--- config.mk ---
export PLATFORM = sky130hd
export DESIGN_NAME = move_to_front_codec_top
export DESIGN_NICKNAME = d
export VERILOG_FILES = /design/src/design/mtf_pkg.sv /design/src/design/mtf_cell.sv /design/src/design/mtf_ctrl.sv /design/src/design/move_to_front_codec_top.sv
export SDC_FILE = /design/constraint.sdc
export NUM_CORES = 2
export LEC_CHECK = 0
export ABC_AREA = 1
export ABC_CLOCK_PERIOD_IN_PS = 2700
export BUFFER_PORTS_ARGS = -buffer_cell sky130_fd_sc_hd__buf_2
export CORE_ASPECT_RATIO = 1.2
export CORE_MARGIN = 2
export CORE_UTILIZATION = 25
export CTS_CLUSTER_SIZE = 30
export DETAILED_ROUTE_END_ITERATION = 8
export GPL_ROUTABILITY_DRIVEN = 1
export GPL_TIMING_DRIVEN = 0
export PLACE_DENSITY = 0.48
export SLEW_MARGIN = 5
export SYNTH_ARGS = -nofsm -noshare
export SYNTH_HDL_FRONTEND = slang
export SYNTH_SLANG_ARGS = --single-unit
--- constraint.sdc ---
create_clock -name clk -period 2.7 [get_ports clk]
set_input_delay 0.27 -clock clk [delete_from_list [all_inputs] [get_ports clk]]
set_output_delay 0.27 -clock clk [all_outputs]
set_load 0.1 [all_outputs]
--- src/design/mtf_pkg.sv ---
`timescale 1ns / 1ps
// ----------------------------------------------------------------------------
// mtf_pkg
// shared types and constants of the move-to-front codec
// ----------------------------------------------------------------------------
package mtf_pkg;

    localparam int DATA_W = 8;

    // all ones position, reported for a symbol outside the alphabet
    localparam logic [DATA_W-1:0] NOT_FOUND_POS = '1;

    typedef enum logic [1:0] {
        ST_IDLE,
        ST_SCAN,
        ST_HOLD
    } mtf_state_t;

    // controls sent from the sequencer to the ring of cells
    typedef struct packed {
        logic              shift;
        logic              load_id;
        logic              head_load;
        logic [DATA_W-1:0] head_val;
        logic [DATA_W-1:0] tail_val;
    } mtf_ring_ctl_t;

endpackage

--- src/design/mtf_cell.sv ---
`timescale 1ns / 1ps
// ----------------------------------------------------------------------------
// mtf_cell
// one list entry; shifts toward the head and reloads its own index
// ----------------------------------------------------------------------------
module mtf_cell
    import mtf_pkg::*;
#(
    parameter int INDEX = 0
)
(
    input  logic              clk,
    input  logic              rst_n,
    input  mtf_ring_ctl_t     ring,
    input  logic [DATA_W-1:0] shift_in,
    output logic [DATA_W-1:0] value
);

    logic [DATA_W-1:0] value_reg;
    logic [DATA_W-1:0] value_next;

    always_comb
    begin
        value_next = value_reg;
        if (ring.load_id)
        begin
            value_next = DATA_W'(INDEX);
        end
        else if (ring.shift)
        begin
            value_next = shift_in;
        end
    end

    always_ff @(posedge clk or negedge rst_n)
    begin
        if (!rst_n)
        begin
            value_reg <= DATA_W'(INDEX);
        end
        else
        begin
            value_reg <= value_next;
        end
    end

    assign value = value_reg;

endmodule

--- src/design/mtf_ctrl.sv ---
`timescale 1ns / 1ps
// ----------------------------------------------------------------------------
// mtf_ctrl
// request sequencer: rotates the list once per request and keeps the result
// ----------------------------------------------------------------------------
module mtf_ctrl
    import mtf_pkg::*;
#(
    parameter int ALPHABET_SIZE = 256
)
(
    input  logic              clk,
    input  logic              rst_n,
    input  logic              decode_mode,
    input  logic              in_valid,
    output logic              in_ready,
    input  logic [DATA_W-1:0] data_in,
    input  logic              block_last,
    input  logic [DATA_W-1:0] head,
    output mtf_ring_ctl_t     ring,
    output logic              out_valid,
    input  logic              out_ready,
    output logic [DATA_W-1:0] data_out,
    output logic              out_last
);

    localparam int CNT_W = $clog2(ALPHABET_SIZE);
    localparam logic [CNT_W-1:0] LAST_POS = CNT_W'(ALPHABET_SIZE - 1);
    localparam logic [DATA_W:0] SIZE_EXT = (DATA_W + 1)'(ALPHABET_SIZE);

    mtf_state_t        state_reg, state_next;
    logic [CNT_W-1:0]  cnt_reg, cnt_next;
    logic [CNT_W-1:0]  pos_reg, pos_next;
    logic [DATA_W-1:0] din_reg, din_next;
    logic              last_reg, last_next;
    logic              plain_reg, plain_next;
    logic              found_reg, found_next;
    logic [DATA_W-1:0] hold_reg, hold_next;
    logic [DATA_W-1:0] sym_reg, sym_next;
    logic [DATA_W-1:0] res_reg, res_next;
    logic              out_valid_reg, out_valid_next;
    logic [DATA_W-1:0] out_data_reg, out_data_next;
    logic              out_last_reg, out_last_next;

    logic              last_step;
    logic              match;
    logic [DATA_W-1:0] match_res;
    logic [DATA_W-1:0] final_res;
    logic              slot_free;
    logic              in_over;

    assign last_step = (cnt_reg == LAST_POS);
    assign slot_free = !out_valid_reg || out_ready;
    assign in_over   = ({1'b0, data_in} >= SIZE_EXT);
    assign match_res = decode_mode ? head : DATA_W'(cnt_reg);

    always_comb
    begin
        match = 1'b0;
        if (state_reg == ST_SCAN && !plain_reg && !found_reg)
        begin
            match = decode_mode ? (cnt_reg == pos_reg) : (head == din_reg);
        end
    end

    always_comb
    begin
        if (plain_reg)
        begin
            final_res = NOT_FOUND_POS;
        end
        else if (match)
        begin
            final_res = match_res;
        end
        else
        begin
            final_res = res_reg;
        end
    end

    always_comb
    begin
        state_next     = state_reg;
        cnt_next       = cnt_reg;
        pos_next       = pos_reg;
        din_next       = din_reg;
        last_next      = last_reg;
        plain_next     = plain_reg;
        found_next     = found_reg;
        hold_next      = hold_reg;
        sym_next       = sym_reg;
        res_next       = res_reg;
        out_data_next  = out_data_reg;
        out_last_next  = out_last_reg;
        out_valid_next = out_valid_reg && !out_ready;
        in_ready       = 1'b0;

        ring.shift     = 1'b0;
        ring.load_id   = 1'b0;
        ring.head_load = 1'b0;
        ring.head_val  = found_reg ? sym_reg : head;
        ring.tail_val  = (plain_reg || found_reg) ? head : hold_reg;

        case (state_reg)
            ST_IDLE:
            begin
                in_ready = 1'b1;
                if (in_valid)
                begin
                    din_next   = data_in;
                    last_next  = block_last;
                    plain_next = !decode_mode && in_over;
                    pos_next   = in_over ? LAST_POS : data_in[CNT_W-1:0];
                    found_next = 1'b0;
                    cnt_next   = '0;
                    state_next = ST_SCAN;
                end
            end

            ST_SCAN:
            begin
                ring.shift = 1'b1;
                if (!found_reg)
                begin
                    hold_next = head;
                end
                if (match)
                begin
                    found_next = 1'b1;
                    sym_next   = head;
                    res_next   = match_res;
                end
                cnt_next = cnt_reg + 1'b1;
                if (last_step)
                begin
                    // close the gap left at the head with the moved symbol
                    ring.head_load = !plain_reg;
                    ring.load_id   = last_reg;
                    res_next       = final_res;
                    cnt_next       = '0;
                    if (slot_free)
                    begin
                        out_valid_next = 1'b1;
                        out_data_next  = final_res;
                        out_last_next  = last_reg;
                        state_next     = ST_IDLE;
                    end
                    else
                    begin
                        state_next = ST_HOLD;
                    end
                end
            end

            ST_HOLD:
            begin
                if (slot_free)
                begin
                    out_valid_next = 1'b1;
                    out_data_next  = res_reg;
                    out_last_next  = last_reg;
                    state_next     = ST_IDLE;
                end
            end

            default:
            begin
                state_next = ST_IDLE;
            end
        endcase
    end

    always_ff @(posedge clk or negedge rst_n)
    begin
        if (!rst_n)
        begin
            state_reg     <= ST_IDLE;
            cnt_reg       <= '0;
            found_reg     <= 1'b0;
            plain_reg     <= 1'b0;
            out_valid_reg <= 1'b0;
        end
        else
        begin
            state_reg     <= state_next;
            cnt_reg       <= cnt_next;
            found_reg     <= found_next;
            plain_reg     <= plain_next;
            out_valid_reg <= out_valid_next;
        end
    end

    always_ff @(posedge clk)
    begin
        pos_reg      <= pos_next;
        din_reg      <= din_next;
        last_reg     <= last_next;
        hold_reg     <= hold_next;
        sym_reg      <= sym_next;
        res_reg      <= res_next;
        out_data_reg <= out_data_next;
        out_last_reg <= out_last_next;
    end

    assign out_valid = out_valid_reg;
    assign data_out  = out_data_reg;
    assign out_last  = out_last_reg;

    // a new request always starts the scan at the head
    a_scan_starts_at_head: assert property (@(posedge clk) disable iff (!rst_n)
        (in_valid && in_ready) |=> (cnt_reg == '0 && state_reg == ST_SCAN))
        else $error("scan did not start at the head");

    // an out-of-alphabet symbol never matches an entry
    a_plain_never_found: assert property (@(posedge clk) disable iff (!rst_n)
        !(plain_reg && found_reg))
        else $error("match recorded for an out-of-alphabet symbol");

    // every in-alphabet request finds its entry by the end of the scan
    a_match_by_end: assert property (@(posedge clk) disable iff (!rst_n)
        (state_reg == ST_SCAN && last_step && !plain_reg) |-> (found_reg || match))
        else $error("scan ended without a match");

    // finishing a scan never drops a result still waiting at the output
    a_no_overwrite: assert property (@(posedge clk) disable iff (!rst_n)
        (state_reg == ST_SCAN && last_step && out_valid_reg && !out_ready)
            |=> (state_reg == ST_HOLD))
        else $error("result overwrote a pending output");

endmodule

--- src/design/move_to_front_codec_top.sv ---
`timescale 1ns / 1ps
// ----------------------------------------------------------------------------
// move_to_front_codec_top
// byte move-to-front encoder / decoder built from a ring of list cells
// ----------------------------------------------------------------------------
// usage
//   input channel in_valid / in_ready carries data_in and block_last, one
//   request per byte; output channel out_valid / out_ready returns data_out
//   and out_last, exactly one result per request, in order
//   cfg_valid / cfg_ready / cfg_data writes decode_mode (0 encode, 1 decode);
//   cfg_ready is always high, write only while no request is in flight
// timing
//   each request rotates the whole list once through the cell ring, one cell
//   per cycle; the sequencer takes a new request only in idle, after the
//   result of the last one has gone to the output register, and the result
//   is registered when the scan ends
// reset
//   every cell returns to identity order and decode_mode clears to encode;
//   block_last also restores identity order at the end of that request
// stall
//   the result sits in an output register; if it is not taken when the next
//   scan ends, that result waits in the sequencer and no request is taken
// ----------------------------------------------------------------------------
module move_to_front_codec_top
    import mtf_pkg::*;
#(
    parameter int ALPHABET_SIZE = 256
)
(
    input  logic              clk,
    input  logic              rst_n,
    // configuration write
    input  logic              cfg_valid,
    output logic              cfg_ready,
    input  logic              cfg_data,
    // request side
    input  logic              in_valid,
    output logic              in_ready,
    input  logic [DATA_W-1:0] data_in,
    input  logic              block_last,
    // result side
    output logic              out_valid,
    input  logic              out_ready,
    output logic [DATA_W-1:0] data_out,
    output logic              out_last
);

    logic              decode_mode_reg;
    logic              decode_mode_next;
    mtf_ring_ctl_t     ring;
    logic [DATA_W-1:0] cell_val   [ALPHABET_SIZE];
    logic [DATA_W-1:0] cell_shift [ALPHABET_SIZE];

    // config register, always ready
    assign cfg_ready        = 1'b1;
    assign decode_mode_next = cfg_valid ? cfg_data : decode_mode_reg;

    always_ff @(posedge clk or negedge rst_n)
    begin
        if (!rst_n)
        begin
            decode_mode_reg <= 1'b0;
        end
        else
        begin
            decode_mode_reg <= decode_mode_next;
        end
    end

    // sequencer: sees only the head cell, feeds the tail cell and, at scan end, the head cell
    mtf_ctrl #(
        .ALPHABET_SIZE (ALPHABET_SIZE)
    ) u_ctrl (
        .clk         (clk),
        .rst_n       (rst_n),
        .decode_mode (decode_mode_reg),
        .in_valid    (in_valid),
        .in_ready    (in_ready),
        .data_in     (data_in),
        .block_last  (block_last),
        .head        (cell_val[0]),
        .ring        (ring),
        .out_valid   (out_valid),
        .out_ready   (out_ready),
        .data_out    (data_out),
        .out_last    (out_last)
    );

    // ring of cells: each cycle of a scan every entry steps one place toward
    // the head; each non-matching head entry is examined and returns to the tail
    for (genvar i = 0; i < ALPHABET_SIZE; i++)
    begin : g_cell
        if (i == 0)
        begin : g_head
            assign cell_shift[i] = ring.head_load ? ring.head_val : cell_val[i+1];
        end
        else if (i == ALPHABET_SIZE - 1)
        begin : g_tail
            assign cell_shift[i] = ring.tail_val;
        end
        else
        begin : g_mid
            assign cell_shift[i] = cell_val[i+1];
        end

        mtf_cell #(
            .INDEX (i)
        ) u_cell (
            .clk      (clk),
            .rst_n    (rst_n),
            .ring     (ring),
            .shift_in (cell_shift[i]),
            .value    (cell_val[i])
        );
    end

endmodule
Word level (Yosys, flattened, before mapping)
Cells that the tools add are included.
{"block": "word_totals", "in_bits": 15, "elab_cells": 843, "output_inout_bits": 12, "regBits": 2103}
{"block": "classes", "n_eq_ne": 11, "reduce_logical": 19, "mux": 543, "bitwise_logic": 1, "n_addsub": 1}
{"op": "8-bit 2-to-1 mux", "n": 522}
{"op": "8-bit case mux with 2 select lines", "n": 2}
{"op": "8-bit == test", "n": 2}
{"op": "2-bit AND reduction", "n": 6}
{"op": "2-bit 2-to-1 mux", "n": 5}
{"op": "1-bit 2-to-1 mux", "n": 9}
{"op": "8-bit by 1-bit adder with 8-bit output (second input constant)", "n": 1}
{"op": "8-bit == test (second input constant)", "n": 1}
{"op": "2-bit by 1-bit inequality test with 1-bit output (second input constant)", "n": 4}
{"op": "1-bit case mux with 2 select lines", "n": 3}
{"op": "2-bit case mux with 3 select lines", "n": 1}
{"op": "3-bit AND reduction", "n": 2}
{"op": "2-bit nonzero test", "n": 3}
{"op": "4-bit AND reduction", "n": 1}
{"op": "1-bit zero test", "n": 3}
{"op": "3-bit 2-to-1 mux", "n": 1}
{"op": "3-bit by 1-bit inequality test with 1-bit output (second input constant)", "n": 1}
{"op": "2-bit by 1-bit == test with 1-bit output (second input constant)", "n": 1}
{"op": "2-bit == test (second input constant)", "n": 1}
{"op": "1-bit logical AND", "n": 2}
{"op": "2-bit zero test", "n": 1}
{"op": "2-bit inequality test (second input constant)", "n": 1}
{"op": "1-bit logical OR", "n": 1}
{"op": "1-bit NOT", "n": 1}

Longest topological paths before layout
{"block": "logic_depth", "ltp_word": 7, "ltp_mapped": 12, "depth_no_buf": 12}

Cells and area by module
A second synthesis with hierarchy kept.
{"block": "unflattened", "cells_unflattened": 9367, "area_unflattened_um2": 88367.3}
{"mod": "mtf_cell (g_cell[101].u_cell ...)", "cells_per_inst": 35, "area_each_um2": 331.6, "instances": 70}
{"mod": "mtf_cell (g_cell[100].u_cell ...)", "cells_per_inst": 35, "area_each_um2": 330.3, "instances": 56}
{"mod": "mtf_cell (g_cell[103].u_cell ...)", "cells_per_inst": 35, "area_each_um2": 329.1, "instances": 56}
{"mod": "mtf_cell (g_cell[10].u_cell ...)", "cells_per_inst": 35, "area_each_um2": 329.1, "instances": 28}
{"mod": "mtf_cell (g_cell[111].u_cell ...)", "cells_per_inst": 36, "area_each_um2": 354.1, "instances": 22}
{"mod": "mtf_ctrl", "cells_per_inst": 337, "area_each_um2": 2895.3, "instances": 1}
{"mod": "mtf_cell (g_cell[231].u_cell ...)", "cells_per_inst": 36, "area_each_um2": 337.8, "instances": 6}
{"mod": "mtf_cell (g_cell[16].u_cell ...)", "cells_per_inst": 35, "area_each_um2": 336.6, "instances": 6}
{"mod": "mtf_cell (g_cell[127].u_cell ...)", "cells_per_inst": 36, "area_each_um2": 351.6, "instances": 4}
{"mod": "mtf_cell (g_cell[239].u_cell ...)", "cells_per_inst": 36, "area_each_um2": 344.1, "instances": 4}
{"mod": "mtf_cell (g_cell[128].u_cell ...)", "cells_per_inst": 35, "area_each_um2": 327.8, "instances": 2}
{"mod": "mtf_cell (g_cell[255].u_cell)", "cells_per_inst": 36, "area_each_um2": 356.6, "instances": 1}
{"mod": "mtf_cell (g_cell[0].u_cell)", "cells_per_inst": 35, "area_each_um2": 335.3, "instances": 1}
{"mod": "move_to_front_codec_top", "cells_per_inst": 33, "area_each_um2": 156.4, "instances": 1}

Least setup slack after synthesis
No wires, ideal clock.
{"block": "synth_timing", "path_kind": "flip-flop to flip-flop", "from": "register u_ctrl.state_reg[1]", "to": "register u_ctrl.sym_reg[0] (enable)", "required_time_ns": 2.375, "arrival_time_ns": 2.306, "path_buffers": 0, "stages_incl_launch_ff": 11, "slack_ns": 0.070, "period_less_slack_ns": 2.630, "cell_sequence": "dfrtp_1 > inv_1 > ha_1 > inv_2 > nor2_1 > nand2_1 > inv_1 > nand2_1 > nor2_2 > nand3_2 > inv_1"}
{"block": "synth_between", "elab_chain_len": 4}
{"element": "start: declaration", "line_no": "mtf_ctrl.sv:31", "text": "mtf_state_t state_reg, state_next;"}
{"element": "start signal: assignment", "line_no": "mtf_ctrl.sv:186", "text": "state_reg <= state_next;"}
{"element": "2-bit by 1-bit == test with 1-bit output *", "line_no": "mtf_ctrl.sv:60, mtf_ctrl.sv:105"}
{"element": "1-bit logical AND", "line_no": "mtf_ctrl.sv:60", "text": "if (state_reg == ST_SCAN && !plain_reg && !found_reg)"}
{"element": "1-bit 2-to-1 mux", "line_no": "mtf_ctrl.sv:60"}
{"element": "2-bit AND reduction (no source line) *"}
{"element": "end signal: assignment", "line_no": "mtf_ctrl.sv:200", "text": "sym_reg <= sym_next;"}
{"element": "end: declaration", "line_no": "mtf_ctrl.sv:39", "text": "logic [DATA_W-1:0] sym_reg, sym_next;"}
Mark *: on every way between the ends. The rest lies on a longest branch, timed or not.
A chain may end at the register's enable or synchronous reset.

==> run summary <==
Vias in the first global route -> 62571
DRC viols -> 0
Final setup margin -> 87.2 ps
Hold_sp -> block_last
Placer Congestion -> 0.772
Core box area -> 0.335 mm^2
CTS clk-pin slew, worst paths -> 60 ps
Count of cell types in the netlist -> 36
Largest net degree at the start of global routing -> 167
Minimum clock period -> 2610 ps
Final global-route overflow total -> 0
Fill cells -> 35299
Final setup violation count -> 0
Wire per inst -> 14.8 um
H-Tree Level Count -> 4
CP Data Arrival Time -> 3410 ps
Worst Tran Pin Value -> 1060 ps
Crit path required time -> 3500 ps
Crit path from -> u_ctrl.state_reg[1]
Clock Latency Late Sink -> 870 ps
1st-iter DRT viols -> 4289
Synth-to-layout area growth -> 17.3%
Post-route ant nets -> 0
Post-synthesis sequential area ratio -> 64.4%
Cell Count, Final, Fillers Out -> 13873
Syn Nets -> 8933
Outcome -> finished clean
Asr flop ratio synth -> 98.0%
Initial Util -> 25.1%
Synth Register Bits -> 2103
Initial antenna violation count -> 5
Worst vdd ir -> 0.000462 V
Die ar. -> 0.341 mm^2
Dpl hpwl -> 130 mm
Final TNS setup -> 0 ps
Row count -> 233
Leakage -> 45.3 nW
Setup Skew -> 43.7 ps
Drt total wl -> 206 mm
Layout cells sized above 1 -> 19.4%
GR Util All Layers -> 11.9%
Final Hold Fails -> 0
Worst hold slack -> 138 ps
Setup CP Type -> reg -> reg
CTS sink count -> 2103
YS warnings -> 0
Num ports -> 27
Mapped Area -> 0.0841 mm^2
Crit-path max FO -> 12
CTS tree -> done
Post-Place Worst Slack -> -1750 ps
Syn_area_per_cell -> 9.43 um^2
Worst r2r src -> u_ctrl.state_reg[1]
Via count -> 61630
Root buffer cell -> clkbuf_16
Final net count -> 9239
Via density -> 4.44
RSZ-0062 raised after global routing -> true
Placed insts -> 13419
Max Cap Viol -> 0
Worst min path class -> in -> reg
First-pass GRT wire length -> 340 mm
Slew Limit Fails -> 0
Die height -> 639 um
Startpoint types -> flip-flop
Critical Path Sink Type -> flip-flop
Max Root-Sink Buffers -> 4
CTS Buf Count -> 223
Relative slew slack -> 29.4%
Fmax -> 383 MHz
First-pass DRT Iterations -> 6
Fin crit share -> 96.8%
Pwr per Cell Area -> 643 mW/mm^2
Die extent in x -> 533 um
Top_reg_cell synth -> dfrtp_1
Syn Inst Count -> 8913
Largest register FFs -> 2048
Number of I/O port buffers -> 25
Number of enable flip-flop cells after synthesis -> 42
[synth_stat cells (2+ instances only)]
cell      number  area share [%]
nand4_1        8           0.060
nor2_4         3           0.040
dfrtp_1     1037              31
nand3b_1       3           0.027
buf_6         31            0.42
buf_2        183             1.1
nor2_1        20           0.089
a211oi_1       2           0.018
nor2_2         2           0.015
and2_1         8           0.060
dfstp_2     1024              32
o22ai_1        2           0.015
nand2_2        2           0.015
nand2_1     3379              15
edfxtp_1      42             1.5
inv_1        318             1.4
clkbuf_1     464             2.1
buf_1          8           0.036
ha_1           5           0.074
nand3_1     1762              10
xor2_1         3           0.031
a21oi_1        3           0.018
o211ai_1     304             2.7
o21ai_0      286             1.7
buf_4          3           0.027
[critical path, cell delays in order, from the launching register on]
cell,delay (ps)
dfrtp_1,390
inv_1,140
ha_4,320
buf_4,340
buf_6,310
clkbuf_4,350
clkbuf_1,400
nand2_1,150
nand3_1,110
[timing repair]
| item | in CTS | in global routing |
|---|---|---|
| gates cloned | 3 | 2 |
| gates resized for setup | 96 | 232 |
| endpoints found under the setup margin | 2743 | 1007 |
| hold buffers | 31 | 0 |
| buffers inserted | 2 | 2 |
| endpoints found under the hold margin | 169 | 0 |
| pin swaps | 1 | 1 |
[path summary, 6_finish.rpt]
check                      cells past startpoint  slack, ps                     endpoint
max in group asynchronous                     11        250   g_cell[58].u_cell.value[5]
min in group asynchronous                      8        620   g_cell[68].u_cell.value[7]
setup / recovery                               8         90  g_cell[126].u_cell.value[1]
hold reg to reg                                0        450              u_ctrl.out_last
setup reg to reg                               8         90  g_cell[126].u_cell.value[1]
hold / removal                                 2        140              u_ctrl.last_reg
[report_power, final]
part           switching (mW)  internal, mW  total (mW)
combinational           0.679         0.173       0.852
clock                    12.9          18.0        30.9
sequential           0.000340          31.7        31.7
total                    13.5          49.9        63.4
[placed cells by master, fill, tap and decap left out, drive strengths merged]
cell type,instances
nand3b,3
a41oi,1
nand3,1763
nor2,25
clkinv,48
ha,5
dfrtp,1037
diode,2
o22ai,2
o211ai,304
bufinv,14
edfxtp,42
bufbuf,3
inv,325
clkinvlp,5
o31ai,1
clkbuf,806
nand4,9
nand2,3381
a31o,1
a211oi,2
dlygate4sd3,20
o21ai,287
conb,1
a21oi,3
and2,8
buf,282
dfstp,1024
xor2,3
nor3,1
[per-stage QoR]
stage | cell area [um^2] | total power [mW] | utilization, %
2_1_floorplan | 84100 | 32.2 | -
3_3_place_gp | 89800 | 32.6 | 26.8
3_5_place_dp | 90200 | 33.0 | 26.9
4_1_cts | 98300 | 64.4 | 29.3
5_1_grt | 98600 | 65.8 | 29.4
6_report | 98600 | 63.4 | 29.4
[final cells by class]
cell class              instances  area (um^2)  area share, %
flip-flops and latches       2103        54100           54.9
multi-input cells            5800        25700           26.1
clock buffers                 340         6550           6.65
well taps                    4465         5590           5.67
plain buffers                 690         3350           3.40
repair buffers                 81         1270           1.28
inverters                     320         1210           1.22
clock inverters                72          757          0.768
diodes                          2         5.00        0.00508
[kinds of logic (layout without fill, tap and decap cells)]
| logic type | Yosys count | count (layout) | synth area share [%] |
|---|---|---|---|
| fa+ha+maj | 5 | 5 | 0.0744 |
| buf+inv | 1010 | 1503 | 5.07 |
| compound gates | 601 | 601 | 4.50 |
| other cells | 1 | 3 | 0.00446 |
| simple gates | 5190 | 5190 | 25.9 |
| xor+xnor | 3 | 3 | 0.0313 |
| flops | 2103 | 2103 | 64.4 |
[per-layer routing]
| layer | part of all wire (%) | track usage (%) |
|---|---|---|
| met1 | 46 | 16.0 |
| met3 | 3.2 | 1.48 |
| met4 | 2.8 | 3.58 |
| met2 | 48 | 20.1 |
| met5 | 0 | 0 |
Note: power is estimated with default switching activity, not from simulation.
